[src/hdl/zcpc_pkg.sv]
`timescale 1ns / 1ps
// ----------------------------------------------------------------------------
// Zero-crossing pitch counter package
// Shared widths, codes, reference table and controller/datapath types.
// ----------------------------------------------------------------------------
package zcpc_pkg;

  // Fixed field widths.
  localparam int SAMPLE_W   = 10;
  localparam int CROSS_W    = 16;
  localparam int DEV_W      = 17;
  localparam int SEL_W      = 3;
  localparam int REF_W      = 8;
  localparam int CFG_ADDR_W = 2;
  localparam int CFG_DATA_W = 10;
  localparam int DIV_CNT_W  = $clog2(SAMPLE_W);

  // Defaults for the top-level parameters.
  localparam int COUNT_BITS_DEF   = 32;
  localparam int STRING_COUNT_DEF = 6;

  // Input command codes.
  localparam logic CMD_SAMPLE = 1'b0;
  localparam logic CMD_TICK   = 1'b1;

  // Configuration register indexes.
  localparam logic [CFG_ADDR_W-1:0] REG_NOISE_THRESHOLD = 2'd0;
  localparam logic [CFG_ADDR_W-1:0] REG_STRING_SELECT   = 2'd1;

  // Reset values of the configuration registers.
  localparam logic [SAMPLE_W-1:0] NOISE_THRESHOLD_RST = 10'd32;
  localparam logic [SEL_W-1:0]    STRING_SELECT_RST   = 3'd0;

  // Reference crossing count per string, low E to high e.
  function automatic logic [REF_W-1:0] ref_count(input logic [3:0] idx);
    logic [REF_W-1:0] val;
    case (idx)
      4'd0:    val = 8'd115;
      4'd1:    val = 8'd154;
      4'd2:    val = 8'd204;
      4'd3:    val = 8'd183;
      4'd4:    val = 8'd229;
      4'd5:    val = 8'd154;
      default: val = 8'd0;
    endcase
    return val;
  endfunction

  // Commands from the controller to the datapath.
  typedef struct packed {
    logic take_sample;
    logic div_init;
    logic div_step;
    logic cross_update;
    logic report_load;
  } zcpc_cmd_t;

  // Status from the datapath to the controller.
  typedef struct packed {
    logic div_last;
  } zcpc_sts_t;

endpackage

[src/hdl/zcpc_in_if.sv]
`timescale 1ns / 1ps
// ----------------------------------------------------------------------------
// Zero-crossing pitch counter input channel
// Carries samples and frame ticks with a valid/ready handshake.
// ----------------------------------------------------------------------------
interface zcpc_in_if;
  logic                          valid;
  logic                          ready;
  logic                          cmd;
  logic [zcpc_pkg::SAMPLE_W-1:0] sample;

  modport source (output valid, output cmd, output sample, input ready);
  modport sink (input valid, input cmd, input sample, output ready);
endinterface

[src/hdl/zcpc_out_if.sv]
`timescale 1ns / 1ps
// ----------------------------------------------------------------------------
// Zero-crossing pitch counter result channel
// Carries one frame report per transfer with a valid/ready handshake.
// ----------------------------------------------------------------------------
interface zcpc_out_if;
  logic                               valid;
  logic                               ready;
  logic [zcpc_pkg::CROSS_W-1:0]       crossing_count;
  logic [zcpc_pkg::SAMPLE_W-1:0]      signal_span;
  logic                               signal_present;
  logic signed [zcpc_pkg::DEV_W-1:0]  tuning_deviation;
  logic [zcpc_pkg::SAMPLE_W-1:0]      mean_level;

  modport source (output valid, output crossing_count, output signal_span,
                  output signal_present, output tuning_deviation,
                  output mean_level, input ready);
  modport sink (input valid, input crossing_count, input signal_span,
                input signal_present, input tuning_deviation,
                input mean_level, output ready);
endinterface

[src/hdl/zcpc_cfg_if.sv]
`timescale 1ns / 1ps
// ----------------------------------------------------------------------------
// Zero-crossing pitch counter configuration channel
// Register writes: index and data with a valid/ready handshake.
// ----------------------------------------------------------------------------
interface zcpc_cfg_if;
  logic                            valid;
  logic                            ready;
  logic [zcpc_pkg::CFG_ADDR_W-1:0] index;
  logic [zcpc_pkg::CFG_DATA_W-1:0] data;

  modport source (output valid, output index, output data, input ready);
  modport sink (input valid, input index, input data, output ready);
endinterface

[src/hdl/zcpc_datapath.sv]
`timescale 1ns / 1ps
// ----------------------------------------------------------------------------
// Zero-crossing pitch counter datapath
// Frame statistics, running total, serial mean divider and report register.
// ----------------------------------------------------------------------------
module zcpc_datapath #(
  parameter int COUNT_BITS   = zcpc_pkg::COUNT_BITS_DEF,
  parameter int STRING_COUNT = zcpc_pkg::STRING_COUNT_DEF
) (
  input  logic                               clk,
  input  logic                               rst_n,
  input  zcpc_pkg::zcpc_cmd_t                cmd,
  output zcpc_pkg::zcpc_sts_t                sts,
  input  logic [zcpc_pkg::SAMPLE_W-1:0]      sample,
  input  logic                               cfg_write,
  input  logic [zcpc_pkg::CFG_ADDR_W-1:0]    cfg_index,
  input  logic [zcpc_pkg::CFG_DATA_W-1:0]    cfg_data,
  output logic [zcpc_pkg::CROSS_W-1:0]       crossing_count,
  output logic [zcpc_pkg::SAMPLE_W-1:0]      signal_span,
  output logic                               signal_present,
  output logic signed [zcpc_pkg::DEV_W-1:0]  tuning_deviation,
  output logic [zcpc_pkg::SAMPLE_W-1:0]      mean_level
);

  localparam int SW  = zcpc_pkg::SAMPLE_W;
  localparam int CW  = COUNT_BITS;
  localparam int TW  = SW + CW;
  localparam int XW  = zcpc_pkg::CROSS_W;
  localparam int DW  = zcpc_pkg::DEV_W;
  localparam int DCW = zcpc_pkg::DIV_CNT_W;
  localparam logic [SW:0]    MIN_RST    = (SW+1)'(1) << SW;
  localparam logic [XW-1:0]  CROSS_MAX  = '1;
  localparam logic [3:0]     LAST_STR   = 4'(STRING_COUNT - 1);
  localparam logic [DCW-1:0] DIV_LAST   = DCW'(SW - 1);

  // Configuration registers.
  logic [SW-1:0]                  thr_r;
  logic [zcpc_pkg::SEL_W-1:0]     sel_r;

  // Persistent and frame state.
  logic [TW-1:0]   total_r;
  logic [CW-1:0]   count_r;
  logic [SW-1:0]   mean_r;
  logic [SW-1:0]   prev_r;
  logic [SW-1:0]   max_r;
  logic [SW:0]     min_r;
  logic [XW-1:0]   cross_r;
  logic            has_r;
  logic [SW-1:0]   hold_r;

  // Divider.
  logic [CW-1:0]   rem_r;
  logic [SW-1:0]   quo_r;
  logic [DCW-1:0]  div_cnt_r;

  // Report register.
  logic [XW-1:0]   rep_cross_r;
  logic [SW-1:0]   rep_span_r;
  logic            rep_present_r;
  logic [DW-1:0]   rep_dev_r;
  logic [SW-1:0]   rep_mean_r;

  logic [CW-1:0]   count_inc;
  logic [CW:0]     trial;
  logic [CW:0]     diff;
  logic            ge;
  logic [SW-1:0]   span;
  logic [SW-1:0]   rep_span;
  logic            crossed;
  logic [3:0]      ref_idx;
  logic [DW-1:0]   dev;

  always_comb begin
    count_inc = count_r + CW'(1);
    trial     = {rem_r, quo_r[SW-1]};
    diff      = trial - {1'b0, count_r};
    ge        = (trial >= {1'b0, count_r});
    span      = ({1'b0, max_r} >= min_r) ? SW'({1'b0, max_r} - min_r) : '0;
    rep_span  = has_r ? span : '0;
    crossed   = ((prev_r < quo_r) && (hold_r >= quo_r)) ||
                ((prev_r > quo_r) && (hold_r <= quo_r));
    if (int'(sel_r) >= STRING_COUNT) begin
      ref_idx = LAST_STR;
    end else begin
      ref_idx = 4'(sel_r);
    end
    dev = {1'b0, cross_r} - DW'(zcpc_pkg::ref_count(ref_idx));
  end

  assign sts.div_last = (div_cnt_r == DIV_LAST);

  always_ff @(posedge clk) begin
    if (!rst_n) begin
      thr_r   <= zcpc_pkg::NOISE_THRESHOLD_RST;
      sel_r   <= zcpc_pkg::STRING_SELECT_RST;
      total_r <= '0;
      count_r <= '0;
      mean_r  <= '0;
      prev_r  <= '0;
      max_r   <= '0;
      min_r   <= MIN_RST;
      cross_r <= '0;
      has_r   <= 1'b0;
    end else begin
      if (cfg_write) begin
        case (cfg_index)
          zcpc_pkg::REG_NOISE_THRESHOLD: thr_r <= cfg_data[SW-1:0];
          zcpc_pkg::REG_STRING_SELECT:   sel_r <= cfg_data[zcpc_pkg::SEL_W-1:0];
          default: ;
        endcase
      end
      if (cmd.take_sample) begin
        if (sample > max_r) begin
          max_r <= sample;
        end
        if ({1'b0, sample} < min_r) begin
          min_r <= {1'b0, sample};
        end
        has_r <= 1'b1;
        // On count wrap the average restarts from a single, zero-weighted sample.
        if (count_inc == '0) begin
          count_r <= CW'(1);
          total_r <= '0;
        end else begin
          count_r <= count_inc;
          total_r <= total_r + TW'(sample);
        end
      end
      if (cmd.cross_update) begin
        mean_r <= quo_r;
        prev_r <= hold_r;
        if ((span > thr_r) && crossed && (cross_r != CROSS_MAX)) begin
          cross_r <= cross_r + XW'(1);
        end
      end
      if (cmd.report_load) begin
        cross_r <= '0;
        max_r   <= '0;
        min_r   <= MIN_RST;
        has_r   <= 1'b0;
      end
    end
  end

  // Payload registers: sample hold, restoring divider and report.
  always_ff @(posedge clk) begin
    if (cmd.take_sample) begin
      hold_r <= sample;
    end
    if (cmd.div_init) begin
      // The quotient never exceeds the sample range, so the upper part of the
      // total is already below the divisor.
      rem_r     <= total_r[TW-1:SW];
      quo_r     <= total_r[SW-1:0];
      div_cnt_r <= '0;
    end else if (cmd.div_step) begin
      rem_r     <= ge ? diff[CW-1:0] : trial[CW-1:0];
      quo_r     <= {quo_r[SW-2:0], ge};
      div_cnt_r <= div_cnt_r + DCW'(1);
    end
    if (cmd.report_load) begin
      rep_cross_r   <= cross_r;
      rep_span_r    <= rep_span;
      rep_present_r <= (rep_span > thr_r);
      rep_dev_r     <= dev;
      rep_mean_r    <= mean_r;
    end
  end

  assign crossing_count   = rep_cross_r;
  assign signal_span      = rep_span_r;
  assign signal_present   = rep_present_r;
  assign tuning_deviation = $signed(rep_dev_r);
  assign mean_level       = rep_mean_r;

endmodule

[src/hdl/zcpc_ctrl.sv]
`timescale 1ns / 1ps
// ----------------------------------------------------------------------------
// Zero-crossing pitch counter controller
// Sequences sample update, mean division, crossing check and frame report.
// ----------------------------------------------------------------------------
module zcpc_ctrl (
  input  logic                 clk,
  input  logic                 rst_n,
  input  logic                 in_valid,
  input  logic                 in_cmd,
  output logic                 in_ready,
  output logic                 out_valid,
  input  logic                 out_ready,
  output zcpc_pkg::zcpc_cmd_t  cmd,
  input  zcpc_pkg::zcpc_sts_t  sts
);

  typedef enum logic [2:0] {
    ST_IDLE,
    ST_INIT,
    ST_DIVIDE,
    ST_CROSS,
    ST_REPORT
  } state_t;

  state_t state_r, state_nxt;
  logic   out_valid_r, out_valid_nxt;
  logic   out_free;

  always_comb begin
    out_free  = !out_valid_r || out_ready;
    state_nxt = state_r;
    cmd       = '0;
    case (state_r)
      ST_IDLE: begin
        if (in_valid) begin
          if (in_cmd == zcpc_pkg::CMD_TICK) begin
            state_nxt = ST_REPORT;
          end else begin
            cmd.take_sample = 1'b1;
            state_nxt       = ST_INIT;
          end
        end
      end
      ST_INIT: begin
        cmd.div_init = 1'b1;
        state_nxt    = ST_DIVIDE;
      end
      ST_DIVIDE: begin
        cmd.div_step = 1'b1;
        if (sts.div_last) begin
          state_nxt = ST_CROSS;
        end
      end
      ST_CROSS: begin
        cmd.cross_update = 1'b1;
        state_nxt        = ST_IDLE;
      end
      ST_REPORT: begin
        if (out_free) begin
          cmd.report_load = 1'b1;
          state_nxt       = ST_IDLE;
        end
      end
      default: begin
        state_nxt = ST_IDLE;
      end
    endcase
    if (cmd.report_load) begin
      out_valid_nxt = 1'b1;
    end else if (out_ready) begin
      out_valid_nxt = 1'b0;
    end else begin
      out_valid_nxt = out_valid_r;
    end
  end

  always_ff @(posedge clk) begin
    if (!rst_n) begin
      state_r     <= ST_IDLE;
      out_valid_r <= 1'b0;
    end else begin
      state_r     <= state_nxt;
      out_valid_r <= out_valid_nxt;
    end
  end

  assign in_ready  = (state_r == ST_IDLE);
  assign out_valid = out_valid_r;

`ifndef SYNTHESIS
  a_sample_starts_divide: assert property (@(posedge clk) disable iff (!rst_n)
    (in_valid && in_ready && (in_cmd == zcpc_pkg::CMD_SAMPLE)) |=> (state_r == ST_INIT))
    else $error("sample transfer did not start the mean division");

  a_divide_ends_in_cross: assert property (@(posedge clk) disable iff (!rst_n)
    ((state_r == ST_DIVIDE) && sts.div_last) |=> (state_r == ST_CROSS))
    else $error("divider finished but crossing check did not follow");

  a_report_presents_result: assert property (@(posedge clk) disable iff (!rst_n)
    cmd.report_load |=> out_valid_r)
    else $error("report load did not present a result");

  a_result_from_report: assert property (@(posedge clk) disable iff (!rst_n)
    $rose(out_valid_r) |-> ($past(state_r) == ST_REPORT))
    else $error("result appeared outside the report state");
`endif

endmodule

[src/hdl/zero_crossing_pitch_counter.sv]
`timescale 1ns / 1ps
// A sample transfer occupies the block while it updates the statistics, loads the divider,
// runs the restoring divider over every mean bit and then checks for a crossing.
// A frame tick waits in the report state until the result slot is free, then loads the report
// and registers the result valid. No new sample is taken until the bit-serial mean divider
// and the crossing check are through with the last one. Synchronous active-low reset clears
// all statistics and the mean and restores the register defaults.
// ----------------------------------------------------------------------------
// Zero-crossing pitch counter
// Counts crossings of the running mean per frame and reports pitch statistics.
// ----------------------------------------------------------------------------
module zero_crossing_pitch_counter #(
  parameter int COUNT_BITS   = zcpc_pkg::COUNT_BITS_DEF,
  parameter int STRING_COUNT = zcpc_pkg::STRING_COUNT_DEF
) (
  input  logic        clk,
  input  logic        rst_n,
  zcpc_in_if.sink     in_if,
  zcpc_out_if.source  out_if,
  zcpc_cfg_if.sink    cfg_if
);

  // Command and status between the controller and the datapath.
  zcpc_pkg::zcpc_cmd_t cmd;
  zcpc_pkg::zcpc_sts_t sts;

  // Configuration writes are always taken; they are expected only while the
  // block is idle. The block does not enforce this; a write can disturb an item in flight.
  assign cfg_if.ready = 1'b1;

  // The controller accepts one item at a time. A sample runs through the
  // statistics update, the serial divider and the crossing check; a tick
  // waits for the result register and then loads the report, clearing the
  // frame statistics in the same cycle. A waiting result does not block
  // further samples.
  zcpc_ctrl u_ctrl (
    .clk       (clk),
    .rst_n     (rst_n),
    .in_valid  (in_if.valid),
    .in_cmd    (in_if.cmd),
    .in_ready  (in_if.ready),
    .out_valid (out_if.valid),
    .out_ready (out_if.ready),
    .cmd       (cmd),
    .sts       (sts)
  );

  // The datapath holds the running total (wide enough never to wrap), the
  // sample count, the mean, the frame min/max and the crossing counter, plus
  // the report register that drives the result channel.
  zcpc_datapath #(
    .COUNT_BITS   (COUNT_BITS),
    .STRING_COUNT (STRING_COUNT)
  ) u_datapath (
    .clk              (clk),
    .rst_n            (rst_n),
    .cmd              (cmd),
    .sts              (sts),
    .sample           (in_if.sample),
    .cfg_write        (cfg_if.valid),
    .cfg_index        (cfg_if.index),
    .cfg_data         (cfg_if.data),
    .crossing_count   (out_if.crossing_count),
    .signal_span      (out_if.signal_span),
    .signal_present   (out_if.signal_present),
    .tuning_deviation (out_if.tuning_deviation),
    .mean_level       (out_if.mean_level)
  );

endmodule
[src/flat_wrapper.sv]
// flat-port wrapper written by rule: the top's interface ports become plain ports
module zero_crossing_pitch_counter_flat 
#(
  parameter int COUNT_BITS   = zcpc_pkg::COUNT_BITS_DEF,
  parameter int STRING_COUNT = zcpc_pkg::STRING_COUNT_DEF
)
  (clk, rst_n, in_if_valid, in_if_cmd, in_if_sample, in_if_ready, out_if_valid, out_if_crossing_count, out_if_signal_span, out_if_signal_present, out_if_tuning_deviation, out_if_mean_level, out_if_ready, cfg_if_valid, cfg_if_index, cfg_if_data, cfg_if_ready);
  zcpc_in_if in_if_i ();
  zcpc_out_if out_if_i ();
  zcpc_cfg_if cfg_if_i ();
  input  logic clk;
  input  logic rst_n;
  input wire logic [$bits(in_if_i.valid)-1:0] in_if_valid;
  input wire logic [$bits(in_if_i.cmd)-1:0] in_if_cmd;
  input wire logic [$bits(in_if_i.sample)-1:0] in_if_sample;
  output wire logic [$bits(in_if_i.ready)-1:0] in_if_ready;
  output wire logic [$bits(out_if_i.valid)-1:0] out_if_valid;
  output wire logic [$bits(out_if_i.crossing_count)-1:0] out_if_crossing_count;
  output wire logic [$bits(out_if_i.signal_span)-1:0] out_if_signal_span;
  output wire logic [$bits(out_if_i.signal_present)-1:0] out_if_signal_present;
  output wire logic [$bits(out_if_i.tuning_deviation)-1:0] out_if_tuning_deviation;
  output wire logic [$bits(out_if_i.mean_level)-1:0] out_if_mean_level;
  input wire logic [$bits(out_if_i.ready)-1:0] out_if_ready;
  input wire logic [$bits(cfg_if_i.valid)-1:0] cfg_if_valid;
  input wire logic [$bits(cfg_if_i.index)-1:0] cfg_if_index;
  input wire logic [$bits(cfg_if_i.data)-1:0] cfg_if_data;
  output wire logic [$bits(cfg_if_i.ready)-1:0] cfg_if_ready;
  assign in_if_i.valid = in_if_valid;
  assign in_if_i.cmd = in_if_cmd;
  assign in_if_i.sample = in_if_sample;
  assign in_if_ready = in_if_i.ready;
  assign out_if_valid = out_if_i.valid;
  assign out_if_crossing_count = out_if_i.crossing_count;
  assign out_if_signal_span = out_if_i.signal_span;
  assign out_if_signal_present = out_if_i.signal_present;
  assign out_if_tuning_deviation = out_if_i.tuning_deviation;
  assign out_if_mean_level = out_if_i.mean_level;
  assign out_if_i.ready = out_if_ready;
  assign cfg_if_i.valid = cfg_if_valid;
  assign cfg_if_i.index = cfg_if_index;
  assign cfg_if_i.data = cfg_if_data;
  assign cfg_if_ready = cfg_if_i.ready;
  zero_crossing_pitch_counter #(.COUNT_BITS(COUNT_BITS), .STRING_COUNT(STRING_COUNT)) u_core (.clk(clk), .rst_n(rst_n), .in_if(in_if_i), .out_if(out_if_i), .cfg_if(cfg_if_i));
endmodule
[config.mk]
export PLATFORM = sky130hd
export DESIGN_NAME = zero_crossing_pitch_counter_flat
export DESIGN_NICKNAME = d
export VERILOG_FILES = /design/src/hdl/zcpc_pkg.sv /design/src/hdl/zcpc_in_if.sv /design/src/hdl/zcpc_out_if.sv /design/src/hdl/zcpc_cfg_if.sv /design/src/hdl/zcpc_datapath.sv /design/src/hdl/zcpc_ctrl.sv /design/src/hdl/zero_crossing_pitch_counter.sv /design/src/flat_wrapper.sv
export SDC_FILE = /design/constraint.sdc
export NUM_CORES = 1
export LEC_CHECK = 0
export CAP_MARGIN = 20
export CORE_ASPECT_RATIO = 0.8
export CORE_MARGIN = 2
export CORE_UTILIZATION = 25
export DETAILED_ROUTE_END_ITERATION = 12
export DONT_BUFFER_PORTS = 1
export RECOVER_POWER = 50
export SYNTH_ARGS = -nofsm -noshare
export SYNTH_HDL_FRONTEND = slang
export SYNTH_SLANG_ARGS = --single-unit
[constraint.sdc]
create_clock -name clk -period 6.8 [get_ports clk]
set_input_delay 0.68 -clock clk [delete_from_list [all_inputs] [get_ports clk]]
set_output_delay 0.68 -clock clk [all_outputs]
set_load 0.01 [all_outputs]
Word-level counts from Yosys, hierarchy flattened
Cells that the tools add are included.
- add/sub/neg operators: 7
- magnitude comparators: 11
- eq/ne operators: 15
- muxes and demuxes: 26
- bitwise operators: 1
- reductions and logical operators: 21
- operators by type and width (kind ; number):
    $mux W32 ; 4
    $add A42 B10 Y42 ; 1
    $mux W42 ; 1
    $gt A10 B10 Y1 ; 4
    $mux W10 ; 4
    $pmux W8 S5 ; 1
    $ge A33 B32 Y1 ; 1
    $add A32 B1 Y32 const B ; 1
    $logic_not A32 Y1 ; 1
    $sub A32 B32 Y32 ; 1
    $sub A16 B8 Y17 ; 1
    $add A16 B1 Y16 const B ; 1
    $ne A16 B16 Y1 const B ; 1
    $mux W3 ; 5
    $pmux W3 S4 ; 1
    $ge A10 B11 Y1 ; 1
    $lt A10 B11 Y1 ; 1
    $ge A10 B10 Y1 ; 1
    $le A10 B10 Y1 ; 1
    $lt A10 B10 Y1 ; 1
    $mux W1 ; 10
    $reduce_and A2 Y1 ; 5
    $sub A10 B10 Y10 ; 1
    $eq A4 B2 Y1 const B ; 2
    21 further kinds ; 30
- register bits after elaboration: 259
- input port bits: 28
- word-level logic and storage cells: 102

Logic depth before layout (Yosys ltp)
- word-level depth: 6
- mapped depth: 21
- gate-level depth less buffers: 20

Cells and area by module
Synthesis repeated with hierarchy kept, for this count alone.
- cells, all modules: 1758
- area total of the unflattened synthesis: 15980.3 um2
- by module, submodules not included (module ; times used ; cells each ; area an instance (um2) ; seq. area each (um2)):
    zcpc_datapath ; 1 ; 1730 ; 15727.6 ; 6165.9
    zcpc_ctrl ; 1 ; 26 ; 241.5 ; 80.1
    zero_crossing_pitch_counter ; 1 ; 2 ; 11.3 ; 0.0

Least setup slack after synthesis
OpenSTA, ideal clock, no wires.
- kind: flip-flop to flip-flop
- start: register u_core.u_datapath.min_r[1]
- end: register u_core.u_datapath.cross_r[2]
- library setup time: 0.135 ns
- data arrival time: 4.210 ns
- setup slack: 2.455 ns
- cell stages (with the launch flop): 21
- path buffers: 2
- clock period less this slack: 4.345 ns
- path through: dfxtp_1 inv_1 ha_1 nor2b_1 o21ai_0 a21oi_1 o21ai_0 a211oi_1 o31ai_1 clkbuf_1 nor2_1 ha_1 a21o_1 a21o_1 a21oi_1 o211a_1 a2111oi_1 o21ai_0 clkbuf_1 o311ai_0 o41ai_1
- word-level cells in the longest chain between the ends: 6
- elaborated cells on any way between the ends: 7
- those cells by class: add/sub (1); order compare (2); mux (1); reduce/logical (3)
- ends and longest elaborated chain (what ; line ; RTL):
    from (decl) ; zcpc_datapath.sv:46 ; logic [SW:0] min_r;
    from (signal assigned) ; zcpc_datapath.sv:117 ; min_r <= {1'b0, sample};
    $sub A10 B10 Y10 / $ge A10 B11 Y1 (equally long branches) ; zcpc_datapath.sv:78 ; span = ({1'b0, max_r} >= min_r) ? SW'({1'b0, max_r} - min_r) : '0;
    $mux W10 (*) ; zcpc_datapath.sv:78 ;
    $gt A10 B10 Y1 (*) ; zcpc_datapath.sv:132 ; if ((span > thr_r) && crossed && (cross_r != CROSS_MAX)) begin
    $logic_and A1 B1 Y1 (*) (2 in series) ; zcpc_datapath.sv:132 ;
    $reduce_and A2 Y1 (no source line) (*) ; -- ;
    to (signal assigned) ; zcpc_datapath.sv:133 ; cross_r <= cross_r + XW'(1);
    to (decl) ; zcpc_datapath.sv:47 ; logic [XW-1:0] cross_r;
Every way passes the cells marked *; elsewhere a longest branch is shown, timed or not.
A chain may end at the register's enable or synchronous reset.

Worst setup path in the final report
- start: register u_core.u_datapath.min_r[1]
- end: register u_core.u_datapath.cross_r[15]
The elaborated chain is that of the path after synthesis.

==> flow_metrics.env <==
export IMPL_clockRootBuffer="clkbuf_16"
export IMPL_antenna_cells=0
export IMPL_dr_total_vias=13000
export IMPL_synth_edf_count=106
export IMPL_final_cell_mix="nor2_1, nand2_1, dfxtp_1, a21oi_1"
export IMPL_clock_skew_ns=0.0253
export IMPL_wl_per_cell_um=15.6
export IMPL_drc=0
export IMPL_synth_top_family_by_area="simple AND/OR/NAND/NOR gates"
export IMPL_layout_commonest_cell="nor2_1"
export IMPL_routed_wl_um=41400
export IMPL_io_pins=85
export IMPL_violations="capacitance limit, slew limit"
export IMPL_endpoint_kind="register"
export IMPL_path_cells="inv_1, ha_1, nor2b_1, o21ai_0, a21oi_1, o21ai_0, a211oi_1, o31ai_1, buf_4, nor2_1, ha_1, a21o_1, a21o_1, a21oi_1, o211a_1, a2111oi_1, o2111ai_1, or4_1, nand2_1"
export IMPL_critPathKind="reg2reg"
export IMPL_drive_gt1_frac=0.0479
export IMPL_syn_area_per_cell_um2=8.78
export IMPL_finalPower_w=0.00406
export IMPL_cts_hold_buf=0
export IMPL_synth_cell_types=72
export IMPL_hold_viol=0
export IMPL_arrival_ns=5.58
export IMPL_synthTopCellsByArea="edfxtp_1, dfxtp_1, ha_1"
export IMPL_reg2regPathDepth=19
export IMPL_grt_max_degree=61
export IMPL_cts_buffers_inserted=34
export IMPL_avgViaCountPerCell=4.88
export IMPL_cp_slowest_cell="a2111oi_1"
export IMPL_core_um2=62900
export IMPL_place_gp_congestion=0.902
export IMPL_dr_pass1_iters=6
export IMPL_syn_inst=1818
export IMPL_r2r_slack_ns=1.71
export IMPL_die_w_um=286
export IMPL_fin_tns_setup_ns=0
export IMPL_powerDensity_nw_per_um2=227
export IMPL_synth_nets=1974
export IMPL_clk_pin_slew_ns=0.06
export IMPL_muxShareOfSynthArea=0.0239
export IMPL_grt_setup_unrepaired="false"
export IMPL_synth_simple_area_share=0.209
export IMPL_hp_class="in2reg"
export IMPL_netlist_area_leader_share=0.199
export IMPL_startpoint="u_core.u_datapath.min_r[1]"
export IMPL_portBuffers=0
export IMPL_area_growth_pct=12.0
export IMPL_synthArstFlopShare=0
export IMPL_status="finished with violations"
export IMPL_cts_resized=0
export IMPL_period_share=0.749
export IMPL_synth_seq_area_share=0.391
export IMPL_synth_adder_area_share=0.102
export IMPL_ant_nets=0
export IMPL_synth_top_flop_cell="dfxtp_1"
export IMPL_synth_compound_area_share=0.163
export IMPL_nets=1948
export IMPL_post_route_min_period_ns=5.09
export IMPL_die_area_um2=65900
export IMPL_post_cts_buffers=0
export IMPL_yosys_area_share_xor_xnor=0.0593
export IMPL_yosysWarnings=0
export IMPL_dp_slack_ns=1.83
export IMPL_fin_cells=2658
export IMPL_vdd_drop_max_mv=0.122
export IMPL_setup_violations=0
export IMPL_clock_path_buffers=3
export IMPL_cts_sinks=259
export IMPL_die_height_um=230
export IMPL_power_leakage_nw=6.55
export IMPL_required_ns=7.29
export IMPL_path_max_fanout=12
export IMPL_grt_pass1_wl_um=66600
export IMPL_antenna_found_initial=0
export IMPL_timing_fmax_mhz=196
export IMPL_reg2reg_from="u_core.u_datapath.min_r[1]"
export IMPL_fill_cells=6616
export IMPL_worstMarginPinSlew_ns=2.66
export IMPL_cp_endpoint="u_core.u_datapath.cross_r[15]"
export IMPL_num_rows=82
export IMPL_timing_slew_headroom=-0.772
export IMPL_synth_top_area_cell="edfxtp_1"
export IMPL_dp_cells=2595
export IMPL_slowest_delay_ns=0.72
export IMPL_initialDrtViolationCount=1047
export IMPL_grtUsageTotal=0.123
export IMPL_cts_tree="done"
export IMPL_start_kind="register"
export IMPL_final_util=0.284
export IMPL_max_cap_violations=4
export IMPL_finalMaxSlewViolations=152
export IMPL_grt_pass1_vias=12400
export IMPL_insertion_delay_ns=0.55
export IMPL_hpwlAfterDp_um=30500
export IMPL_r2r_end="u_core.u_datapath.cross_r[15]"
export IMPL_syn_area_um2=16000
export IMPL_grt_ovfl_total=0
export IMPL_ys_ff_latch=259
export IMPL_worst_slack_ns=1.71
export IMPL_h_tree_depth=2
export IMPL_start_util=0.254
[flip-flops by register name, summed over array words and instances (netlist names), 10 cells and up]
register and cells:
u_core.u_datapath.mean_r 10, u_core.u_datapath.cross_r 16, u_core.u_datapath.quo_r 10, u_core.u_datapath.mean_level 10, u_core.u_datapath.thr_r 10, u_core.u_datapath.max_r 10, u_core.u_datapath.rem_r 32, u_core.u_datapath.prev_r 10
u_core.u_datapath.tuning_deviation 17, u_core.u_datapath.signal_span 10, u_core.u_datapath.hold_r 10, u_core.u_datapath.count_r 32, u_core.u_datapath.crossing_count 16, u_core.u_datapath.min_r 11, u_core.u_datapath.total_r 42
[per-layer routing]
layer | up-vias | routed length (µm) | track usage
met3 | 65 | 1830 | 0.0175
met4 | 0 | 1210 | 0.0488
met1 | 6146 | 21100 | 0.178
met5 | - | 0 | 0
met2 | 296 | 17200 | 0.183
li1 | 6454 | - | -
[power breakdown]
group / switching, W / leakage, nW / internal, W
combinational: 0.000337 / 3.82 / 0.000226
clock: 0.000720 / 0.532 / 0.00103
sequential: 0.0000497 / 2.21 / 0.00169
[cells by family (layout without fill, tap and decap cells)]
kind of cell             count (synthesis)  after routing
AO/OA/AOI/OAI                          404            404
XOR/XNOR                               108            108
adder cells (fa/ha/maj)                128            128
buffers and inverters                  202            202
flip-flops                             259            259
multiplexers                            38             38
other                                    1              1
AND/OR/NAND/NOR                        678            678
[cell type report]
type	instances	area, µm²	area share
clock inverter	17	146	0.00819
tap	840	1050	0.0588
inverter	124	465	0.0261
clock buffer	45	947	0.0530
multi-input combinational	1357	8900	0.498
timing repair buffer	16	105	0.00588
sequential	259	6250	0.350
[synthesized netlist by cell type (15+ instances only)]
| master | instances |
|---|---|
| nand4_1 | 48 |
| a21o_1 | 42 |
| o21ai_0 | 80 |
| dfxtp_1 | 153 |
| inv_1 | 124 |
| clkbuf_1 | 58 |
| a21boi_0 | 29 |
| xnor2_1 | 88 |
| edfxtp_1 | 106 |
| nor2b_1 | 25 |
| nand3_1 | 60 |
| nor2_1 | 197 |
| and3_1 | 17 |
| ha_1 | 124 |
| or3_1 | 23 |
| mux2i_1 | 37 |
| nor3_1 | 38 |
| nand2_1 | 159 |
| a21oi_1 | 129 |
| nand2b_1 | 15 |
| and2_1 | 31 |
| or4_1 | 16 |
| xor2_1 | 20 |
[metrics by stage]
step	hold slack (ns)	cell area, µm²
after floorplan	0.406	16000
after global placement	0.420	16800
after detailed placement	0.425	16800
after CTS	0.186	17900
after global routing	0.198	17900
final	0.227	17900
[how the worst min path moves through the flow]
stage	from	to	cells past startpoint
after CTS	in_if_sample[0]	u_core.u_datapath.hold_r[0]	0
after global routing	in_if_sample[0]	u_core.u_datapath.hold_r[0]	0
after global placement	u_core.u_datapath.mean_r[3]	u_core.u_datapath.mean_level[3]	0
after detailed placement	u_core.u_datapath.mean_r[0]	u_core.u_datapath.mean_level[0]	0
final	in_if_sample[0]	u_core.u_datapath.hold_r[0]	0
after floorplan	u_core.u_datapath.cross_r[12]	u_core.u_datapath.crossing_count[12]	0
[worst max-delay path, delay by kind of cell (launching register included)]
family | cells | cell delay [ns]
DFF | 1 | 0.32
adders and majority gates | 2 | 0.60
and+or+nand+nor | 4 | 0.89
AOI/OAI and AO/OA | 11 | 2.92
buffers and inverters | 2 | 0.31
(Power assumes the default switching activity.)
